`config.mk`:
```
export PLATFORM = sky130hd
export DESIGN_NAME = weighted_quorum_vote_tally_unit
export DESIGN_NICKNAME = d
export VERILOG_FILES = /design/src/rtl/vqt_pkg.sv /design/src/rtl/vqt_ram.sv /design/src/rtl/vqt_tally.sv /design/src/rtl/weighted_quorum_vote_tally_unit.sv
export SDC_FILE = /design/constraint.sdc
export NUM_CORES = 2
export LEC_CHECK = 0
export BUFFER_PORTS_ARGS = -buffer_cell sky130_fd_sc_hd__buf_2
export CORE_MARGIN = 2
export CORE_UTILIZATION = 30
export DETAILED_ROUTE_END_ITERATION = 12
export PLACE_DENSITY = 0.52
export SLEW_MARGIN = 20
export SYNTH_ARGS = -nofsm -noshare
export SYNTH_HDL_FRONTEND = slang
export SYNTH_SLANG_ARGS = --single-unit
export TNS_END_PERCENT = 100
```
`constraint.sdc`:
```
create_clock -name clk -period 5.5 [get_ports clk]
set_clock_uncertainty 0.2 [all_clocks]
set_input_delay 1.1 -clock clk [delete_from_list [all_inputs] [get_ports clk]]
set_output_delay 1.1 -clock clk [all_outputs]
set_load 0.01 [all_outputs]
```
`src/rtl/vqt_pkg.sv`:
```
`timescale 1ns / 1ps
// ----------------------------------------------------------------------------
// Weighted quorum vote tally: shared package
// Sizes, item and result types, mode codes and the control types that pass
// between the sequencer and the tally registers.
// ----------------------------------------------------------------------------
package vqt_pkg;

  localparam int MAX_VALIDATORS = 64;
  localparam int WEIGHT_BITS    = 16;
  localparam int NUM_KINDS      = 4;
  localparam int ADDR_BITS      = $clog2(MAX_VALIDATORS);
  localparam int SUM_BITS       = WEIGHT_BITS + ADDR_BITS;
  localparam int CNT_BITS       = $clog2(MAX_VALIDATORS + 1);
  localparam int TOTAL_OUT_BITS = 22;
  localparam int ENTRY_BITS     = WEIGHT_BITS + NUM_KINDS;

  localparam logic [1:0] MODE_SET_WEIGHT = 2'd0;
  localparam logic [1:0] MODE_CAST_VOTE  = 2'd1;
  localparam logic [1:0] MODE_CLEAR      = 2'd2;

  typedef logic [WEIGHT_BITS-1:0] weight_t;
  typedef logic [SUM_BITS-1:0]    sum_t;
  typedef logic [CNT_BITS-1:0]    count_t;
  typedef logic [NUM_KINDS-1:0]   marks_t;

  typedef struct packed {
    logic [1:0]  mode;
    logic [5:0]  validator_id;
    logic [15:0] weight;
    logic [1:0]  vote_kind;
  } item_t;

  typedef struct packed {
    logic        prevote_quorum;
    logic        precommit_quorum;
    logic        nil_prevote_quorum;
    logic        nil_precommit_quorum;
    logic [21:0] total_power_out;
  } result_t;

  typedef enum logic [1:0] {
    ST_IDLE,
    ST_EXEC,
    ST_TEST,
    ST_DONE
  } state_t;

  typedef struct packed {
    logic       clear;
    logic       upd_weight;
    logic       upd_vote;
    logic       test;
    logic [1:0] kind;
    weight_t    old_weight;
    weight_t    new_weight;
    marks_t     marks;
  } tally_cmd_t;

  typedef struct packed {
    marks_t flags;
    sum_t   total;
  } tally_status_t;

endpackage

```
`src/rtl/vqt_ram.sv`:
```
`timescale 1ns / 1ps
// ----------------------------------------------------------------------------
// Weighted quorum vote tally: validator entry RAM
// Simple dual-port synchronous RAM with one write port and one registered
// read port.
// ----------------------------------------------------------------------------
module vqt_ram #(
  parameter int DEPTH = 64,
  parameter int WIDTH = 20
) (
  input  logic                     clk,
  input  logic                     we,
  input  logic [$clog2(DEPTH)-1:0] waddr,
  input  logic [WIDTH-1:0]         wdata,
  input  logic                     re,
  input  logic [$clog2(DEPTH)-1:0] raddr,
  output logic [WIDTH-1:0]         rdata
);

  logic [WIDTH-1:0] mem [DEPTH];

  always_ff @(posedge clk) begin
    if (we) begin
      mem[waddr] <= wdata;
    end
  end

  always_ff @(posedge clk) begin
    if (re) begin
      rdata <= mem[raddr];
    end
  end

endmodule

```
`src/rtl/vqt_tally.sv`:
```
`timescale 1ns / 1ps
// ----------------------------------------------------------------------------
// Weighted quorum vote tally: tally registers
// Holds total power, per-kind weight sums, voter counts and the sticky
// quorum flags, and applies the updates and threshold tests it is given.
// ----------------------------------------------------------------------------
module vqt_tally (
  input  logic                   clk,
  input  logic                   rst,
  input  vqt_pkg::tally_cmd_t    cmd,
  output vqt_pkg::tally_status_t status
);

  import vqt_pkg::*;

  sum_t   total;
  sum_t   sums   [NUM_KINDS];
  count_t counts [NUM_KINDS];
  marks_t flags;

  logic [SUM_BITS+1:0] triple_sum;
  logic [SUM_BITS+1:0] double_total;
  logic                enough;

  always_comb begin
    triple_sum   = {2'b00, sums[cmd.kind]} + {1'b0, sums[cmd.kind], 1'b0};
    double_total = {1'b0, total, 1'b0};
    enough       = cmd.kind[1] || (counts[cmd.kind] >= count_t'(2));
  end

  always_ff @(posedge clk) begin
    if (rst) begin
      total <= '0;
      flags <= '0;
      for (int k = 0; k < NUM_KINDS; k++) begin
        sums[k]   <= '0;
        counts[k] <= '0;
      end
    end else begin
      if (cmd.clear) begin
        flags <= '0;
        for (int k = 0; k < NUM_KINDS; k++) begin
          sums[k]   <= '0;
          counts[k] <= '0;
        end
      end
      if (cmd.upd_weight) begin
        total <= total - sum_t'(cmd.old_weight) + sum_t'(cmd.new_weight);
        for (int k = 0; k < NUM_KINDS; k++) begin
          if (cmd.marks[k]) begin
            sums[k] <= sums[k] - sum_t'(cmd.old_weight) + sum_t'(cmd.new_weight);
          end
        end
      end
      if (cmd.upd_vote && !cmd.marks[cmd.kind]) begin
        sums[cmd.kind]   <= sums[cmd.kind] + sum_t'(cmd.old_weight);
        counts[cmd.kind] <= counts[cmd.kind] + count_t'(1);
      end
      if (cmd.test && enough && (triple_sum > double_total)) begin
        flags[cmd.kind] <= 1'b1;
      end
    end
  end

  assign status.flags = flags;
  assign status.total = total;

endmodule

```
`src/rtl/weighted_quorum_vote_tally_unit.sv`:
```
`timescale 1ns / 1ps
// ----------------------------------------------------------------------------
// Weighted quorum vote tally unit
// Each item sets a validator weight, casts a vote or clears the round, and
// returns the four quorum flags with the total power.
// ----------------------------------------------------------------------------
// Each item holds the unit until its result is loaded. The cycle in which it
// is accepted starts the read of the validator's entry from the RAM. The next
// cycle writes the entry back and updates the tallies, the one after runs the
// quorum test, and ST_DONE then loads the result register. A new item is not
// accepted until the result of the last one has been loaded. A finished
// result may wait in its register while the next item is taken; that item
// then waits in its last cycle, with the input stalled, until the earlier
// result has been taken.
// Validator entries are cleared by valid bits, so there is no clearing pass
// after reset.
module weighted_quorum_vote_tally_unit (
  input  logic             clk,
  input  logic             rst,
  input  vqt_pkg::item_t   item,
  input  logic             item_valid,
  output logic             item_stall,
  output vqt_pkg::result_t result,
  output logic             result_valid,
  input  logic             result_stall
);

  import vqt_pkg::*;

  state_t                  state;
  state_t                  state_next;
  item_t                   cur;
  logic [MAX_VALIDATORS-1:0] weight_valid;
  logic [MAX_VALIDATORS-1:0] marks_valid;

  logic                    accept;
  logic                    load;
  logic                    id_ok;
  logic [ADDR_BITS-1:0]    addr;
  logic                    we;
  logic [ENTRY_BITS-1:0]   wdata;
  logic [ENTRY_BITS-1:0]   rdata;
  weight_t                 old_weight;
  weight_t                 new_weight;
  marks_t                  old_marks;
  marks_t                  kind_bit;
  tally_cmd_t              cmd;
  tally_status_t           status;

  assign accept     = item_valid && !item_stall;
  assign addr       = ADDR_BITS'(cur.validator_id);
  assign id_ok      = 32'(cur.validator_id) < MAX_VALIDATORS;
  assign old_weight = weight_valid[addr] ? rdata[ENTRY_BITS-1:NUM_KINDS] : '0;
  assign old_marks  = marks_valid[addr] ? rdata[NUM_KINDS-1:0] : '0;
  assign new_weight = WEIGHT_BITS'(cur.weight);
  assign kind_bit   = marks_t'(1) << cur.vote_kind;

  vqt_ram #(
    .DEPTH (MAX_VALIDATORS),
    .WIDTH (ENTRY_BITS)
  ) u_ram (
    .clk   (clk),
    .we    (we),
    .waddr (addr),
    .wdata (wdata),
    .re    (accept),
    .raddr (ADDR_BITS'(item.validator_id)),
    .rdata (rdata)
  );

  vqt_tally u_tally (
    .clk    (clk),
    .rst    (rst),
    .cmd    (cmd),
    .status (status)
  );

  always_ff @(posedge clk) begin
    if (rst) begin
      state <= ST_IDLE;
    end else begin
      state <= state_next;
    end
  end

  always_comb begin
    state_next     = state;
    item_stall     = 1'b1;
    load           = 1'b0;
    we             = 1'b0;
    wdata          = {old_weight, old_marks};
    cmd            = '0;
    cmd.kind       = cur.vote_kind;
    cmd.old_weight = old_weight;
    cmd.new_weight = new_weight;
    cmd.marks      = old_marks;
    case (state)
      ST_IDLE: begin
        item_stall = 1'b0;
        if (item_valid) begin
          state_next = ST_EXEC;
        end
      end
      ST_EXEC: begin
        if (cur.mode == MODE_CLEAR) begin
          cmd.clear = 1'b1;
        end else if (id_ok && cur.mode == MODE_SET_WEIGHT) begin
          cmd.upd_weight = 1'b1;
          we             = 1'b1;
          wdata          = {new_weight, old_marks};
        end else if (id_ok && cur.mode == MODE_CAST_VOTE) begin
          cmd.upd_vote = 1'b1;
          we           = 1'b1;
          wdata        = {old_weight, old_marks | kind_bit};
        end
        state_next = ST_TEST;
      end
      ST_TEST: begin
        cmd.test   = id_ok && (cur.mode == MODE_CAST_VOTE);
        state_next = ST_DONE;
      end
      ST_DONE: begin
        if (!result_valid || !result_stall) begin
          load       = 1'b1;
          state_next = ST_IDLE;
        end
      end
      default: begin
        state_next = ST_IDLE;
      end
    endcase
  end

  always_ff @(posedge clk) begin
    if (accept) begin
      cur <= item;
    end
  end

  always_ff @(posedge clk) begin
    if (rst) begin
      weight_valid <= '0;
      marks_valid  <= '0;
    end else begin
      if (we) begin
        weight_valid[addr] <= 1'b1;
        marks_valid[addr]  <= 1'b1;
      end
      if (cmd.clear) begin
        marks_valid <= '0;
      end
    end
  end

  always_ff @(posedge clk) begin
    if (rst) begin
      result_valid <= 1'b0;
    end else if (load) begin
      result_valid <= 1'b1;
    end else if (!result_stall) begin
      result_valid <= 1'b0;
    end
  end

  always_ff @(posedge clk) begin
    if (load) begin
      result.prevote_quorum       <= status.flags[0];
      result.precommit_quorum     <= status.flags[1];
      result.nil_prevote_quorum   <= status.flags[2];
      result.nil_precommit_quorum <= status.flags[3];
      result.total_power_out      <= TOTAL_OUT_BITS'(status.total);
    end
  end

endmodule

```
Word level (Yosys, flattened, before mapping)
Memories as Yosys holds them, arrays and structs flattened. A register that Yosys moved wholly into a read port is not among the register bits.
Index checks and enable logic that the tools add are counted.

word-level totals
  bits in registers = 209
  bits in latches = 0
  memory bits (writable) = 1,396
  memory bits (read-only) = 0
  bits of input ports = 30
  output and inout bits = 28
  logic and storage cells = 162
  memories = 3

operators by class
  add/subtract/negate cells = 13
  multiply operators = 0
  divide/modulo/power cells = 0
  $lt $le $gt $ge = 6
  equality and inequality tests = 8
  shift-type cells = 1
  mux-type cells = 83
  bitwise logic cells = 16
  reduce and logical (&&, ||, !) cells = 17

memories
  memory          words  width  read ports  clocked after Yosys merged registers in  write ports  RTL line         source
  u_ram.mem       64     20     1           1                                        1            vqt_ram.sv:20    logic [WIDTH-1:0] mem [DEPTH];
  u_tally.sums    4      22     5           1                                        4            vqt_tally.sv:17  sum_t sums [NUM_KINDS];
  u_tally.counts  4      7      1           1                                        4            vqt_tally.sv:18  count_t counts [NUM_KINDS];

operators with widths
  kind                                                         number
  2-to-1 mux 22 bit                                            9
  adder 22 x 16 -> 22 bit                                      6
  bitwise OR 64 bit                                            2
  subtractor 22 x 16 -> 22 bit                                 5
  2-to-1 mux 20 bit                                            3
  2-to-1 mux 1 bit                                             46
  2-to-1 mux 7 bit                                             5
  adder 22 x 23 -> 24 bit                                      1
  greater-than comparator 24 x 23 -> 1 bit                     1
  OR reduction 22 bit                                          1
  2-to-1 mux 4 bit                                             5
  2-to-1 mux 16 bit                                            1
  2-to-1 mux 2 bit                                             7
  binary-select mux 1 bit (select 6 bit)                       2
  bitwise OR 1 bit                                             12
  bitwise OR 4 bit                                             2
  one-hot mux 2 bit (4 select lines)                           1
  adder 7 x 1 -> 7 bit (second input constant)                 1
  >= comparator 7 x 2 -> 1 bit (second input constant)         1
  less-than comparator 6 x 7 -> 1 bit (second input constant)  1
  OR reduction 7 bit                                           1
  demux 1 bit (select 6 bit)                                   1
  == test 2 bit (second input constant)                        3
  >= comparator 6 x 1 -> 1 bit (second input constant)         1
  other kinds (15)                                             26

Logic depth before layout (Yosys ltp)
  depth after elaboration = 12
  mapped depth = 25
  depth with buffers taken out = 22

Hierarchy
A second synthesis with hierarchy kept.

unflattened totals
  cells, all modules = 4,769
  area, all modules = 73,032.5 µm²

by module, submodules not included
  module                           times used  cells an instance  area an instance (µm²)  seq. area each (µm²)
  vqt_ram                          1           2,243              49,695.2                39,037.4
  vqt_tally                        1           1,793              15,990.3                4,003.8
  weighted_quorum_vote_tally_unit  1           733                7,347.0                 4,184.0

Worst setup path before layout
OpenSTA, ideal clock, no wires.

  kind = register to register
  from = register (tool-made name)
  to = register u_tally.flags[1]
  library setup time = 0.129 ns
  arrival = 5.570 ns
  required time = 5.171 ns
  path slack = -0.399 ns
  cell stages (with the launch flop) = 26
  buffers on the path = 3
  clock period less this slack = 5.899 ns
  path through = dfxtp_1 clkbuf_1 buf_1 clkbuf_1 mux4_2 ha_1 inv_1 fa_1 nor2b_1 o21ai_0 a21boi_0 o211ai_1 a31oi_1 a211o_1 a21oi_1 o21ai_0 xnor2_1 ha_1 nand4_1 nor4_1 nand2_1 o22ai_1 a31oi_1 a211o_1 o21ai_0 o21ai_0

RTL lines
  item                           RTL line         source
  end signal, assigned           vqt_tally.sv:34  flags <= '0;
  end signal, assigned           vqt_tally.sv:41  flags <= '0;
  end signal, assigned by index  vqt_tally.sv:60  flags[cmd.kind] <= 1'b1;
  end, declared                  vqt_tally.sv:19  marks_t flags;

==> results.sh <==
export IMPL_r2r_depth=25
export IMPL_max_cap_violation_count=0
export IMPL_rsz_0062_raised_after_global_routing="yes"
export IMPL_hold_start="marks_valid[22]"
export IMPL_delay_contributed_by_the_slowest_stage_of_the_critical_path_ns=0.52
export IMPL_synth_top_flop_cell="sky130_fd_sc_hd__edfxtp_1"
export IMPL_reg2reg_from="addr[1]"
export IMPL_clock_tree_root_cell="sky130_fd_sc_hd__clkbuf_16"
export IMPL_drtIter0Drc=3521
export IMPL_via_count_of_the_first_global_routing_pass=41200
export IMPL_critPathSlowestCell="sky130_fd_sc_hd__fa_1"
export IMPL_global_route_usage_total=0.165
export IMPL_crit_buf_inv=8
export IMPL_die_height_microns=494
export IMPL_regToRegSetupSlack_ns=-0.01
export IMPL_postLayoutSetupSlackWorst_ns=-0.0100
export IMPL_crit_path_frequent_cell="sky130_fd_sc_hd__buf_6"
export IMPL_synth_largest_area_cell="sky130_fd_sc_hd__edfxtp_1"
export IMPL_synth_cell_area_sq_um=72000
export IMPL_clkLatencyLatePin_ns=0.85
export IMPL_ys_ff_latch=1627
export IMPL_yosysUniqueCellTypes=90
export IMPL_routed_wire_length_per_instance_microns=25.1
export IMPL_crit_family="compound AO/OA/AOI/OAI gates"
export IMPL_setup_violations_final=2
export IMPL_maxSlewViolCount=0
export IMPL_worst_setup_path_end_kind="flip-flop"
export IMPL_floorplan_initialDensity=0.302
export IMPL_power_ir_vdd_worst_mv=0.231
export IMPL_count_of_final_hold_check_violations=0
export IMPL_synthesis_nets=4568
export IMPL_io_pin_count=58
export IMPL_max_freq_mhz=181
export IMPL_fillCellCount=22500
export IMPL_first_pass_grt_wire_length_mm=292
export IMPL_clkTransAtPathRegs_ns=0.06
export IMPL_drive_gt1_frac=0.289
export IMPL_layout_area_overhead_vs_synth_pct=19.2
export IMPL_sequential_fraction_of_the_synthesis_area=0.657
export IMPL_portBuffers=57
export IMPL_grt_ovfl_total=0
export IMPL_cts_path_max_buffers=3
export IMPL_holdPathEnd="marks_valid[22]"
export IMPL_crit_path_launch_type="flip-flop"
export IMPL_grt_antenna_before_repair=28
export IMPL_cellPowerDensity_nw_per_um2=427
export IMPL_tritoncts="done"
export IMPL_ys_async_sr_fraction=0
export IMPL_layout_nets=5060
export IMPL_die_width_microns=494
export IMPL_timing_critical_path_fanout_max=7
export IMPL_slew_at_the_pin_closest_to_its_max_slew_limit_ns=1.11
export IMPL_ff_latch_area_sq_um=47300
export IMPL_h_tree_depth=4
export IMPL_post_route_min_period_ns=5.51
export IMPL_timing_setup_critical_path_class="reg2reg"
export IMPL_total_cts_buffers=169
export IMPL_die_area_sq_um=244000
export IMPL_drt_pass1_iterations=6
export IMPL_clock_sink_count=1627
export IMPL_routed_via_density=5.02
export IMPL_gp_congestion=0.880
export IMPL_fin_crit_sh=1.00
export IMPL_placeableCoreArea_sq_um=238000
export IMPL_detailedPlace_worstSlack_ns=-0.384
export IMPL_violations_in_the_final_reports="setup timing"
export IMPL_route_final_wire_length_mm=203
export IMPL_ys_top_cells_by_area="sky130_fd_sc_hd__edfxtp_1, sky130_fd_sc_hd__mux4_2, sky130_fd_sc_hd__dfxtp_1"
export IMPL_worst_ep_required_time_ns=5.82
export IMPL_synth_top_area_frac=0.612
export IMPL_arrival_ns=5.83
export IMPL_floorplan_rows=179
export IMPL_holdCritPathClass="reg2reg"
export IMPL_run_status="finished with violations"
export IMPL_synthesis_area_per_instance_sq_um=16.8
export IMPL_largest_net_degree_at_the_start_of_global_routing=69
export IMPL_hpwlAfterDp_mm=130
export IMPL_finish_utilization=0.360
export IMPL_syn_inst=4279
export IMPL_ant_nets=0
export IMPL_drc=0
export IMPL_power_leakage_nw=29.7
export IMPL_synth_edff_count=1468
export IMPL_worstHoldPathCells=1
export IMPL_multiInputGateArea_sq_um=23900
export IMPL_timing_rr_end="u_tally.sums[2][21]"
export IMPL_via_count=40600
export IMPL_yosys_warnings=0
export IMPL_maxSlewHeadroom=0.258
==> worst register-to-register path: stages, from the launching register on <==
cell	delay [ns]
sky130_fd_sc_hd__edfxtp_1	0.38
sky130_fd_sc_hd__buf_6	0.13
sky130_fd_sc_hd__buf_6	0.11
sky130_fd_sc_hd__mux4_2	0.48
sky130_fd_sc_hd__mux2i_1	0.19
sky130_fd_sc_hd__o22ai_1	0.13
sky130_fd_sc_hd__nor2_1	0.11
sky130_fd_sc_hd__o211ai_1	0.20
sky130_fd_sc_hd__clkbuf_16	0.24
sky130_fd_sc_hd__nand2_8	0.08
sky130_fd_sc_hd__inv_6	0.04
sky130_fd_sc_hd__buf_4	0.12
sky130_fd_sc_hd__buf_6	0.13
sky130_fd_sc_hd__fa_1	0.52
sky130_fd_sc_hd__inv_2	0.06
sky130_fd_sc_hd__ha_4	0.28
sky130_fd_sc_hd__a211oi_4	0.06
sky130_fd_sc_hd__o21ai_1	0.17
sky130_fd_sc_hd__and3_4	0.22
sky130_fd_sc_hd__a41o_1	0.18
sky130_fd_sc_hd__a21oi_2	0.06
sky130_fd_sc_hd__buf_4	0.13
sky130_fd_sc_hd__o31a_1	0.35
sky130_fd_sc_hd__o211a_1	0.28
sky130_fd_sc_hd__o311ai_2	0.22
sky130_fd_sc_hd__o211ai_1	0.13
==> repair_timing <==
action | CTS | global route
setup endpoints to repair | 35 | 53
gates resized for setup | 72 | 96
buffers inserted | 7 | 19
cloned | 1 | 0
hold buffers | 0 | 0
pin swaps | 38 | 57
==> flip-flops by register name, indices dropped and copies added, names as in the netlist, named ones only <==
name,cells
marks_valid,64
u_tally.total,22
weight_valid,64
state,2
u_tally.sums,88
new_weight,16
result,26
addr,6
cmd,2
u_ram.rdata,20
u_tally.counts,28
cur,2
u_ram.mem,1280
result_valid,1
u_tally.flags,4
==> cell usage after synthesis, types with 82 or more instances <==
master / count
sky130_fd_sc_hd__ha_1: 177
sky130_fd_sc_hd__dfxtp_1: 159
sky130_fd_sc_hd__fa_1: 82
sky130_fd_sc_hd__inv_1: 339
sky130_fd_sc_hd__o21ai_0: 105
sky130_fd_sc_hd__nor2_1: 310
sky130_fd_sc_hd__clkbuf_1: 104
sky130_fd_sc_hd__a21oi_1: 110
sky130_fd_sc_hd__nand2_1: 116
sky130_fd_sc_hd__edfxtp_1: 1468
sky130_fd_sc_hd__mux4_2: 459
sky130_fd_sc_hd__o21a_1: 86
==> where the power goes <==
group | leakage [nW] | internal, W | switching, W | total [W]
Combinational | 12.0 | 0.00457 | 0.00597 | 0.0105
Clock | 2.68 | 0.00642 | 0.00508 | 0.0115
Sequential | 15.0 | 0.0144 | 0.000244 | 0.0146
==> cells in the final DEF, fill, tap and decap left out, drive strengths merged, types with 23 or more instances in the layout <==
master	instances
o22ai	64
clkbuf	223
a221oi	25
a21oi	110
and2	27
inv	346
ha	177
nand2	117
clkinv	74
nand3	51
o21a	86
a21o	47
fa	82
dfxtp	159
buf	491
and3	23
edfxtp	1468
xor2	44
nor2	312
nor3	40
mux4	459
nand2b	24
xnor2	74
o21ai	106
==> worst max-delay path by stage <==
stage	start	to	slack, ns	cells after the start
floorplan	flip-flop	u_tally.flags[1]	0.09	21
global placement	addr[1]	u_tally.sums[0][21]	-0.35	22
detailed placement	addr[1]	u_tally.sums[0][21]	-0.38	22
CTS	addr[1]	u_tally.sums[0][18]	-0.05	23
global route	addr[1]	u_tally.sums[0][18]	-0.32	24
finish	addr[1]	u_tally.sums[2][21]	-0.01	25
==> stage by stage <==
| step | TNS, ns | cell area (sq um) | hold WS, ns | instances | power, W |
|---|---|---|---|---|---|
| floorplan | 0 | 72000 | 0.208 | 4279 | 0.0209 |
| global placement | -2.56 | 79300 | 0.242 | 7741 | 0.0247 |
| detailed placement | -3.59 | 79300 | 0.247 | 7741 | 0.0247 |
| CTS | -0.239 | 85200 | 0.210 | 8066 | 0.0366 |
| global route | -1.96 | 85800 | 0.235 | 8084 | 0.0384 |
| finish | -0.0184 | 85800 | 0.257 | 8088 | 0.0366 |
==> final cells by class <==
class | count | area share
Multi-Input combinational cell | 2140 | 0.278
Sequential cell | 1627 | 0.551
Clock inverter | 95 | 0.0121
Timing Repair Buffer | 492 | 0.0447
Inverter | 341 | 0.0150
Antenna cell | 4 | 0.000117
Tap cell | 3167 | 0.0462
Clock buffer | 222 | 0.0529
==> routing by layer <==
layer,vias up,global-route usage,share of wire
met5,-,0,0.00013
met4,4,0.0529,0.032
met3,310,0.0263,0.058
met2,1214,0.267,0.47
met1,21300,0.227,0.44
li1,17800,-,-
==> kinds of logic after synthesis <==
kind of cell	share of synthesized area
fa+ha+maj	0.0536
simple gates	0.0450
mux	0.147
buf+inv	0.0282
compound gates	0.0551
xor+xnor	0.0144
flops	0.657
Power figures use the tool's default switching activity.
